File: src/prt_pkg.sv
`timescale 1ns / 1ps

package prt_pkg;

    // Table size default, handed to the top level
    localparam int TABLE_ENTRIES_DEF = 16;

    localparam int KEY_W         = 64;
    localparam int IP_W          = 32;
    localparam int PORT_W        = 16;
    localparam int STATUS_W      = 4;
    localparam int OTHER_COUNT_W = 6;
    localparam int CMD_W         = 2;

    // Command codes
    localparam logic [CMD_W-1:0] CMD_REGISTER   = 2'd0;
    localparam logic [CMD_W-1:0] CMD_UNREGISTER = 2'd1;
    localparam logic [CMD_W-1:0] CMD_PRINT      = 2'd2;
    localparam logic [CMD_W-1:0] CMD_MALFORMED  = 2'd3;

    // Response status codes
    localparam logic [STATUS_W-1:0] ST_REG_OK     = 4'd0;
    localparam logic [STATUS_W-1:0] ST_DUP        = 4'd1;
    localparam logic [STATUS_W-1:0] ST_INVALID    = 4'd2;
    localparam logic [STATUS_W-1:0] ST_FULL       = 4'd3;
    localparam logic [STATUS_W-1:0] ST_ERROR      = 4'd4;
    localparam logic [STATUS_W-1:0] ST_UNREG_OK   = 4'd5;
    localparam logic [STATUS_W-1:0] ST_UNREG_MISS = 4'd6;
    localparam logic [STATUS_W-1:0] ST_ENTRY      = 4'd7;
    localparam logic [STATUS_W-1:0] ST_EMPTY      = 4'd8;

    // One stored peer
    typedef struct packed {
        logic [PORT_W-1:0] port;
        logic [IP_W-1:0]   ip;
        logic [KEY_W-1:0]  key;
    } entry_t;

    // One request as taken from the input channel
    typedef struct packed {
        logic [CMD_W-1:0] cmd;
        entry_t           entry;
        logic             addr_ok;
        logic             key_ok;
    } req_t;

    // One response item
    typedef struct packed {
        logic [STATUS_W-1:0]      status;
        logic [OTHER_COUNT_W-1:0] other_count;
        logic [IP_W-1:0]          ip;
        logic [PORT_W-1:0]        port;
        logic [KEY_W-1:0]         key;
        logic                     last;
    } res_t;

    typedef enum logic [2:0] {
        S_IDLE,
        S_FIND,
        S_DECIDE,
        S_RESP,
        S_LIST
    } state_t;

endpackage

File: src/peer_registry_table.sv
`timescale 1ns / 1ps

// Peer registry table.
// Input channel s_*: one request per transaction (register, unregister,
// print or malformed), with key, address and port in s_tdata and the
// command and presence flags in s_tuser. Output channel m_*: one or more
// response transactions per request, m_tlast marking the final one.
// Requests are handled one at a time; s_tready is high only while idle.
// Register and unregister scan all slots with the single key comparator,
// one slot per cycle, before their first response leaves. A successful
// register or a print then walks the slots again, one slot per cycle
// while the output is free, giving at most one listed entry per cycle.
// A malformed request or a print of an empty table goes straight to its
// response without a scan.
// Reset clears all valid marks, the peer count and both channels; the
// slot contents are left as they are and are never used before written.
// When the receiver holds m_tready low the response stays in the output
// register and the slot walk pauses; nothing is dropped.
module peer_registry_table #(
    parameter int TABLE_ENTRIES = prt_pkg::TABLE_ENTRIES_DEF
) (
    input  logic         aclk,
    input  logic         aresetn,
    input  logic         s_tvalid,
    output logic         s_tready,
    // [63:0] peer_key, [95:64] peer_ip, [111:96] peer_port
    input  logic [111:0] s_tdata,
    // [1:0] command, [2] addr_present, [3] key_present
    input  logic [3:0]   s_tuser,
    output logic         m_tvalid,
    input  logic         m_tready,
    // [3:0] status, [9:4] other_count, [41:10] entry_ip, [57:42] entry_port,
    // [121:58] entry_key, [127:122] zero
    output logic [127:0] m_tdata,
    output logic         m_tlast
);
    import prt_pkg::*;

    localparam int IDX_W = (TABLE_ENTRIES > 1) ? $clog2(TABLE_ENTRIES) : 1;
    localparam int CNT_W = $clog2(TABLE_ENTRIES + 1);

    req_t             req;
    logic             mem_wr_en;
    logic [IDX_W-1:0] mem_wr_idx;
    entry_t           mem_wr_entry;
    logic [IDX_W-1:0] mem_rd_idx;
    entry_t           mem_rd_entry;
    logic             out_free;
    logic             res_load;
    res_t             res;

    logic             m_tvalid_reg, m_tvalid_next;
    res_t             res_reg;

    // Unpack the request
    assign req.cmd          = s_tuser[1:0];
    assign req.addr_ok      = s_tuser[2];
    assign req.key_ok       = s_tuser[3];
    assign req.entry.key    = s_tdata[63:0];
    assign req.entry.ip     = s_tdata[95:64];
    assign req.entry.port   = s_tdata[111:96];

    prt_ctrl #(
        .TABLE_ENTRIES (TABLE_ENTRIES),
        .IDX_W         (IDX_W),
        .CNT_W         (CNT_W)
    ) u_ctrl (
        .aclk         (aclk),
        .aresetn      (aresetn),
        .req_valid    (s_tvalid),
        .req_ready    (s_tready),
        .req          (req),
        .mem_wr_en    (mem_wr_en),
        .mem_wr_idx   (mem_wr_idx),
        .mem_wr_entry (mem_wr_entry),
        .mem_rd_idx   (mem_rd_idx),
        .mem_rd_entry (mem_rd_entry),
        .out_free     (out_free),
        .res_load     (res_load),
        .res          (res)
    );

    prt_mem #(
        .TABLE_ENTRIES (TABLE_ENTRIES),
        .IDX_W         (IDX_W)
    ) u_mem (
        .aclk     (aclk),
        .wr_en    (mem_wr_en),
        .wr_idx   (mem_wr_idx),
        .wr_entry (mem_wr_entry),
        .rd_idx   (mem_rd_idx),
        .rd_entry (mem_rd_entry)
    );

    // Output register
    assign out_free      = !m_tvalid_reg || m_tready;
    assign m_tvalid_next = res_load || (m_tvalid_reg && !m_tready);

    always_ff @(posedge aclk) begin
        if (!aresetn) begin
            m_tvalid_reg <= 1'b0;
        end else begin
            m_tvalid_reg <= m_tvalid_next;
        end
    end

    always_ff @(posedge aclk) begin
        if (res_load) begin
            res_reg <= res;
        end
    end

    assign m_tvalid = m_tvalid_reg;
    assign m_tlast  = res_reg.last;
    assign m_tdata  = {6'd0, res_reg.key, res_reg.port, res_reg.ip,
                       res_reg.other_count, res_reg.status};

endmodule

File: src/prt_mem.sv
`timescale 1ns / 1ps

module prt_mem #(
    parameter int TABLE_ENTRIES = prt_pkg::TABLE_ENTRIES_DEF,
    parameter int IDX_W         = (TABLE_ENTRIES > 1) ? $clog2(TABLE_ENTRIES) : 1
) (
    input  logic                 aclk,
    input  logic                 wr_en,
    input  logic [IDX_W-1:0]     wr_idx,
    input  prt_pkg::entry_t      wr_entry,
    input  logic [IDX_W-1:0]     rd_idx,
    output prt_pkg::entry_t      rd_entry
);
    import prt_pkg::*;

    entry_t mem [TABLE_ENTRIES];
    entry_t rd_entry_reg;

    // Single write port, registered read port
    always_ff @(posedge aclk) begin
        if (wr_en) begin
            mem[wr_idx] <= wr_entry;
        end
        rd_entry_reg <= mem[rd_idx];
    end

    assign rd_entry = rd_entry_reg;

endmodule

File: src/prt_ctrl.sv
`timescale 1ns / 1ps

module prt_ctrl #(
    parameter int TABLE_ENTRIES = prt_pkg::TABLE_ENTRIES_DEF,
    parameter int IDX_W         = (TABLE_ENTRIES > 1) ? $clog2(TABLE_ENTRIES) : 1,
    parameter int CNT_W         = $clog2(TABLE_ENTRIES + 1)
) (
    input  logic                 aclk,
    input  logic                 aresetn,
    // request side
    input  logic                 req_valid,
    output logic                 req_ready,
    input  prt_pkg::req_t        req,
    // table memory
    output logic                 mem_wr_en,
    output logic [IDX_W-1:0]     mem_wr_idx,
    output prt_pkg::entry_t      mem_wr_entry,
    output logic [IDX_W-1:0]     mem_rd_idx,
    input  prt_pkg::entry_t      mem_rd_entry,
    // response side
    input  logic                 out_free,
    output logic                 res_load,
    output prt_pkg::res_t        res
);
    import prt_pkg::*;

    localparam logic [IDX_W-1:0] LAST_IDX = IDX_W'(TABLE_ENTRIES - 1);

    state_t                    state_reg, state_next;
    req_t                      req_reg, req_next;
    logic [TABLE_ENTRIES-1:0]  valid_reg, valid_next;
    logic [CNT_W-1:0]          count_reg, count_next;
    logic [CNT_W-1:0]          remain_reg, remain_next;
    logic [IDX_W-1:0]          scan_idx_reg, scan_idx_next;
    logic                      free_found_reg, free_found_next;
    logic [IDX_W-1:0]          free_idx_reg, free_idx_next;
    logic                      hit_found_reg, hit_found_next;
    logic [IDX_W-1:0]          hit_idx_reg, hit_idx_next;
    logic                      excl_reg, excl_next;
    logic [STATUS_W-1:0]       resp_status_reg, resp_status_next;
    logic [OTHER_COUNT_W-1:0]  resp_count_reg, resp_count_next;
    logic                      resp_last_reg, resp_last_next;

    logic                      accept;
    logic                      scan_end;
    logic                      slot_valid;
    logic                      key_match;
    logic                      list_slot;
    logic                      list_last;
    logic                      reg_bad;

    assign accept     = req_valid && req_ready;
    assign scan_end   = (scan_idx_reg == LAST_IDX);
    assign slot_valid = valid_reg[scan_idx_reg];
    // the shared compare unit: one slot key against the request key per cycle
    assign key_match  = slot_valid && (mem_rd_entry.key == req_reg.entry.key);
    assign list_slot  = slot_valid && !(excl_reg && (scan_idx_reg == free_idx_reg));
    assign list_last  = (remain_reg == CNT_W'(1));
    assign reg_bad    = !req_reg.addr_ok || !req_reg.key_ok
                        || (req_reg.entry.port == '0);

    // Read address follows the next scan index, so read data lines up with it
    assign mem_rd_idx = scan_idx_next;

    // Next state
    always_comb begin
        state_next = state_reg;
        unique case (state_reg)
            S_IDLE: begin
                if (accept) begin
                    unique case (req.cmd)
                        CMD_REGISTER, CMD_UNREGISTER: state_next = S_FIND;
                        CMD_PRINT:     state_next = (count_reg == '0) ? S_RESP : S_LIST;
                        CMD_MALFORMED: state_next = S_RESP;
                    endcase
                end
            end
            S_FIND: begin
                if (scan_end) begin
                    state_next = S_DECIDE;
                end
            end
            S_DECIDE: state_next = S_RESP;
            S_RESP: begin
                if (out_free) begin
                    state_next = resp_last_reg ? S_IDLE : S_LIST;
                end
            end
            S_LIST: begin
                if (list_slot && out_free && list_last) begin
                    state_next = S_IDLE;
                end else if (scan_end && !(list_slot && !out_free)) begin
                    state_next = S_IDLE;
                end
            end
            default: state_next = S_IDLE;
        endcase
    end

    // Datapath and outputs
    always_comb begin
        req_next         = req_reg;
        valid_next       = valid_reg;
        count_next       = count_reg;
        remain_next      = remain_reg;
        scan_idx_next    = scan_idx_reg;
        free_found_next  = free_found_reg;
        free_idx_next    = free_idx_reg;
        hit_found_next   = hit_found_reg;
        hit_idx_next     = hit_idx_reg;
        excl_next        = excl_reg;
        resp_status_next = resp_status_reg;
        resp_count_next  = resp_count_reg;
        resp_last_next   = resp_last_reg;
        req_ready        = 1'b0;
        mem_wr_en        = 1'b0;
        mem_wr_idx       = free_idx_reg;
        mem_wr_entry     = req_reg.entry;
        res_load         = 1'b0;
        res              = '0;

        unique case (state_reg)
            S_IDLE: begin
                req_ready       = 1'b1;
                scan_idx_next   = '0;
                free_found_next = 1'b0;
                hit_found_next  = 1'b0;
                resp_count_next = '0;
                resp_last_next  = 1'b1;
                excl_next       = 1'b0;
                remain_next     = count_reg;
                if (accept) begin
                    req_next = req;
                    if (req.cmd == CMD_PRINT) begin
                        resp_status_next = ST_EMPTY;
                    end else begin
                        resp_status_next = ST_ERROR;
                    end
                end
            end

            // one slot per cycle: first free slot and first key match
            S_FIND: begin
                if (!slot_valid && !free_found_reg) begin
                    free_found_next = 1'b1;
                    free_idx_next   = scan_idx_reg;
                end
                if (key_match && !hit_found_reg) begin
                    hit_found_next = 1'b1;
                    hit_idx_next   = scan_idx_reg;
                end
                if (!scan_end) begin
                    scan_idx_next = scan_idx_reg + IDX_W'(1);
                end
            end

            // settle the answer and commit the table change
            S_DECIDE: begin
                scan_idx_next  = '0;
                resp_last_next = 1'b1;
                if (req_reg.cmd == CMD_REGISTER) begin
                    if (!free_found_reg) begin
                        resp_status_next = ST_FULL;
                    end else if (req_reg.key_ok && hit_found_reg) begin
                        resp_status_next = ST_DUP;
                    end else if (reg_bad) begin
                        resp_status_next = ST_INVALID;
                    end else begin
                        mem_wr_en                 = 1'b1;
                        valid_next[free_idx_reg]  = 1'b1;
                        count_next                = count_reg + CNT_W'(1);
                        resp_status_next          = ST_REG_OK;
                        resp_count_next           = OTHER_COUNT_W'(count_reg);
                        resp_last_next            = (count_reg == '0);
                        remain_next               = count_reg;
                        excl_next                 = 1'b1;
                    end
                end else begin
                    if (req_reg.key_ok && hit_found_reg) begin
                        valid_next[hit_idx_reg] = 1'b0;
                        count_next              = count_reg - CNT_W'(1);
                        resp_status_next        = ST_UNREG_OK;
                    end else begin
                        resp_status_next = ST_UNREG_MISS;
                    end
                end
            end

            S_RESP: begin
                scan_idx_next   = '0;
                res.status      = resp_status_reg;
                res.other_count = resp_count_reg;
                res.last        = resp_last_reg;
                res_load        = out_free;
            end

            // walk the slots, one listed entry per cycle when the output is free
            S_LIST: begin
                res.status = ST_ENTRY;
                res.ip     = mem_rd_entry.ip;
                res.port   = mem_rd_entry.port;
                res.key    = mem_rd_entry.key;
                res.last   = list_last;
                if (list_slot) begin
                    if (out_free) begin
                        res_load    = 1'b1;
                        remain_next = remain_reg - CNT_W'(1);
                        if (!scan_end) begin
                            scan_idx_next = scan_idx_reg + IDX_W'(1);
                        end
                    end
                end else if (!scan_end) begin
                    scan_idx_next = scan_idx_reg + IDX_W'(1);
                end
            end

            default: begin
                scan_idx_next = '0;
            end
        endcase
    end

    // Control state
    always_ff @(posedge aclk) begin
        if (!aresetn) begin
            state_reg <= S_IDLE;
            valid_reg <= '0;
            count_reg <= '0;
        end else begin
            state_reg <= state_next;
            valid_reg <= valid_next;
            count_reg <= count_next;
        end
    end

    // Working registers
    always_ff @(posedge aclk) begin
        req_reg         <= req_next;
        remain_reg      <= remain_next;
        scan_idx_reg    <= scan_idx_next;
        free_found_reg  <= free_found_next;
        free_idx_reg    <= free_idx_next;
        hit_found_reg   <= hit_found_next;
        hit_idx_reg     <= hit_idx_next;
        excl_reg        <= excl_next;
        resp_status_reg <= resp_status_next;
        resp_count_reg  <= resp_count_next;
        resp_last_reg   <= resp_last_next;
    end

endmodule
File: config.mk
export PLATFORM = sky130hd
export DESIGN_NAME = peer_registry_table
export DESIGN_NICKNAME = d
export VERILOG_FILES = /design/src/prt_pkg.sv /design/src/peer_registry_table.sv /design/src/prt_mem.sv /design/src/prt_ctrl.sv
export SDC_FILE = /design/constraint.sdc
export NUM_CORES = 2
export LEC_CHECK = 0
export BUFFER_PORTS_ARGS = -buffer_cell sky130_fd_sc_hd__buf_2
export CORE_MARGIN = 3
export CORE_UTILIZATION = 40
export CTS_CLUSTER_DIAMETER = 80
export DETAILED_ROUTE_END_ITERATION = 8
export PLACE_DENSITY = 0.67
export REMOVE_ABC_BUFFERS = 1
export SYNTH_ARGS = -nofsm -noshare
export SYNTH_HDL_FRONTEND = slang
export SYNTH_SLANG_ARGS = --single-unit
File: constraint.sdc
create_clock -name aclk -period 11.6 [get_ports aclk]
set_clock_uncertainty 0.05 [all_clocks]
set_input_delay 2.32 -clock aclk [delete_from_list [all_inputs] [get_ports aclk]]
set_output_delay 2.32 -clock aclk [all_outputs]
set_load 0.02 [all_outputs]
==> results.py <==
metrics = {
    "min_path": {
        "min_path_type": "reg2reg",
        "worstHoldPathCells": 2,
    },
    "global_route": {
        "antenna_found_initial": 17,
        "grt_overflow": 0,
        "grt.total_usage_pct": 18.2,
        "use_met1_pct": 25.6,
        "grt_first_pass_wirelength_mm": 277,
        "met2_usage_pct": 29.2,
        "use_met3_pct": 3.18,
        "top_usage_layer": "met2",
        "grt_start_max_net_pins": 151,
        "grt_pass1_vias": 38500,
    },
    "worst_setup_path": {
        "cp.required_ns": 12.33,
        "crit_fanout": 49,
        "reg2reg_depth": 10,
        "cp_data_arrival_time_ns": 6.39,
        "end_kind": "register",
        "critPathKind": "in2reg",
        "cp-start-kind": "primary input",
    },
    "synthesis": {
        "syn_area_per_cell_um2": 22.1,
        "netlist.top_cell.by_area": "edfxtp_1",
        "synth_area_um2": 81000,
        "yosysSeqAreaShare_pct": 79.7,
        "synthFlopType": "edfxtp_1",
        "synth_top_area_share_pct": 76.2,
        "synthDistinctLibCells": 57,
        "synth_commonest_cells": "2,056 x edfxtp_1, 450 x mux4_2, 225 x a22oi_1",
        "syn_inst": 3664,
        "synthArstFlopShare_pct": 0,
        "synth-seq-cells": 2197,
        "synth_area_leaders": "edfxtp_1 76%, mux4_2 13%, dfxtp_1 3.5%, a22oi_1 2.1%, and2_1 0.86%",
        "yosys.cell_count.top_type": "edfxtp_1",
        "synth_edf_count": 2056,
        "yosys_warnings": 0,
    },
    "finish": {
        "layout.cells.non_filler": 6843,
        "area_delta_synth_final_pct": 13.8,
        "largest_register_ffs": 1792,
        "regMostFlops": "u_mem.mem",
        "layout-drive-gt1-share_pct": 26.0,
        "finalInstanceArea_um2": 92200,
        "fin_nets": 4124,
    },
    "sta": {
        "fin_setup_tns_ns": 0,
        "layout_min_cycle_time_ns": 5.66,
        "finalSetupViolations": 0,
        "rsz0062_at_grt": "false",
        "worst_pin_slew_ns": 1.44,
        "drv_slew": 0,
        "max_freq_mhz": 177,
        "slew_headroom_pct": 4.17,
        "hold_violations": 0,
        "finalCritPeriodShare_pct": 48.8,
        "hold-worst-slack_ns": 0.439,
    },
    "clocking": {
        "cts_resized": 0,
        "numCtsBuffers": 211,
        "cts_sinks": 2197,
        "clock_path_buffers": 3,
        "cts_tree": "built",
        "post_cts.repair.setup_buffers": 0,
        "insertion_delay_ns": 0.84,
        "ctsRootBufferMaster": "clkbuf_16",
        "clk_pin_slew_ns": 0.06,
        "ctsHtreeMaxLevel": 4,
        "hold_buffers": 0,
    },
    "routing": {
        "routed_wl_mm": 192,
        "detail-route-antenna-nets": 0,
        "drc": 0,
        "post_drt_wl_per_cell_um": 28.1,
        "vias_per_cell": 5.56,
        "drtIter0Drc": 4337,
        "num_vias": 38100,
        "drtPass1Iterations": 6,
    },
    "place": {
        "dpl-instance-area_um2": 85300,
        "gp_congestion": 0.758,
        "io_buffers": 243,
        "hpwl_mm": 92.5,
        "placed_cells": 6440,
    },
    "power_and_ir_drop": {
        "p_leak_nw": 29.3,
        "p_total_mw": 19.1,
        "vdd_drop_max_mv": 0.158,
        "power-per-cell-area_nw_per_um2": 207,
    },
    "die": {
        "dieArea_um2": 208000,
        "die_w_um": 456,
        "start_util_pct": 40.4,
        "rows": 164,
        "die_h_um": 456,
        "core-area_um2": 200000,
        "ioPinCount": 251,
    },
    "job": {
        "drv_cap": 0,
    },
    "outcome": {
        "status": "finished, final reports clean",
    },
}
layout by cell type, fill, tap and decap left out, types with 23 or more instances in the layout:
cell type  count
xor2_1        30
and2_1       110
clkbuf_1      63
mux4_2       450
edfxtp_1    2056
dfxtp_1      141
buf_4         34
xnor2_1       28
nor2_1        39
a21oi_1       23
clkinv_2      33
inv_1         26
clkbuf_16    214
a22oi_1      225
clkinv_1      33
buf_2        243
nand2_1      144
report_power, final:
| part | switching, mW | total (mW) | internal (mW) |
|---|---|---|---|
| combinational | 1.22 | 2.42 | 1.19 |
| clock | 2.90 | 6.77 | 3.86 |
| sequential | 0.506 | 9.87 | 9.36 |
| total | 4.63 | 19.1 | 14.4 |
routing by layer:
metal	part of all wire [%]	routed length, um	up-vias
li1	-	-	15900
met1	42	80500	20500
met2	48	93000	1434
met3	6.7	12800	298
met4	2.9	5650	4
met5	0.016	31	-
cell type report:
cell class              count  area (um^2)
diodes                      6         15.0
clock buffers             291         5780
well taps                2656         3320
multi-input cells        1264        15500
clock inverters           106         1120
repair buffers            297         1870
fillers                 16400       108000
inverters                  26         97.6
flip-flops and latches   2197        64600
critical path: stages:
cell and delay (ns):
buf_2 0.13, nor2b_1 0.24, nand2_1 0.14, a21oi_1 0.17
o21ai_0 0.18, a2bb2oi_1 0.54, and2_4 0.72, buf_4 0.66
buf_4 0.88, a22oi_1 0.17, nand2_1 0.11
final timing paths:
check,slack (ns),start,endpoint
max,5.94,m_tready,u_mem.rd_entry[40]
min,0.44,u_ctrl.valid_reg[0],u_ctrl.valid_reg[0]
max reg2reg,6.27,u_ctrl.scan_idx_reg[0],u_mem.rd_entry[40]
min reg2reg,0.44,u_ctrl.valid_reg[0],u_ctrl.valid_reg[0]
logic make-up (layout without fill, tap and decap cells):
kind of cell    after synthesis  count (layout)  share of synthesized area [%]
flops                      2197            2197                           79.7
fa+ha+maj                     7               7                          0.117
simple gates                409             409                           2.55
compound gates              325             325                           2.94
buf+inv                     209             720                           1.47
other cells                   1              13                        0.00463
mux                         458             458                           12.6
xor+xnor                     58              58                          0.627
per-stage QoR:
stage          util (%)  setup slack [ns]
2_1_floorplan         -            -15.02
3_3_place_gp       42.6              5.03
3_5_place_dp       42.6              5.06
4_1_cts            46.0              5.94
5_1_grt            46.0              5.63
6_report           46.0              5.94
(Power assumes the default switching activity.)
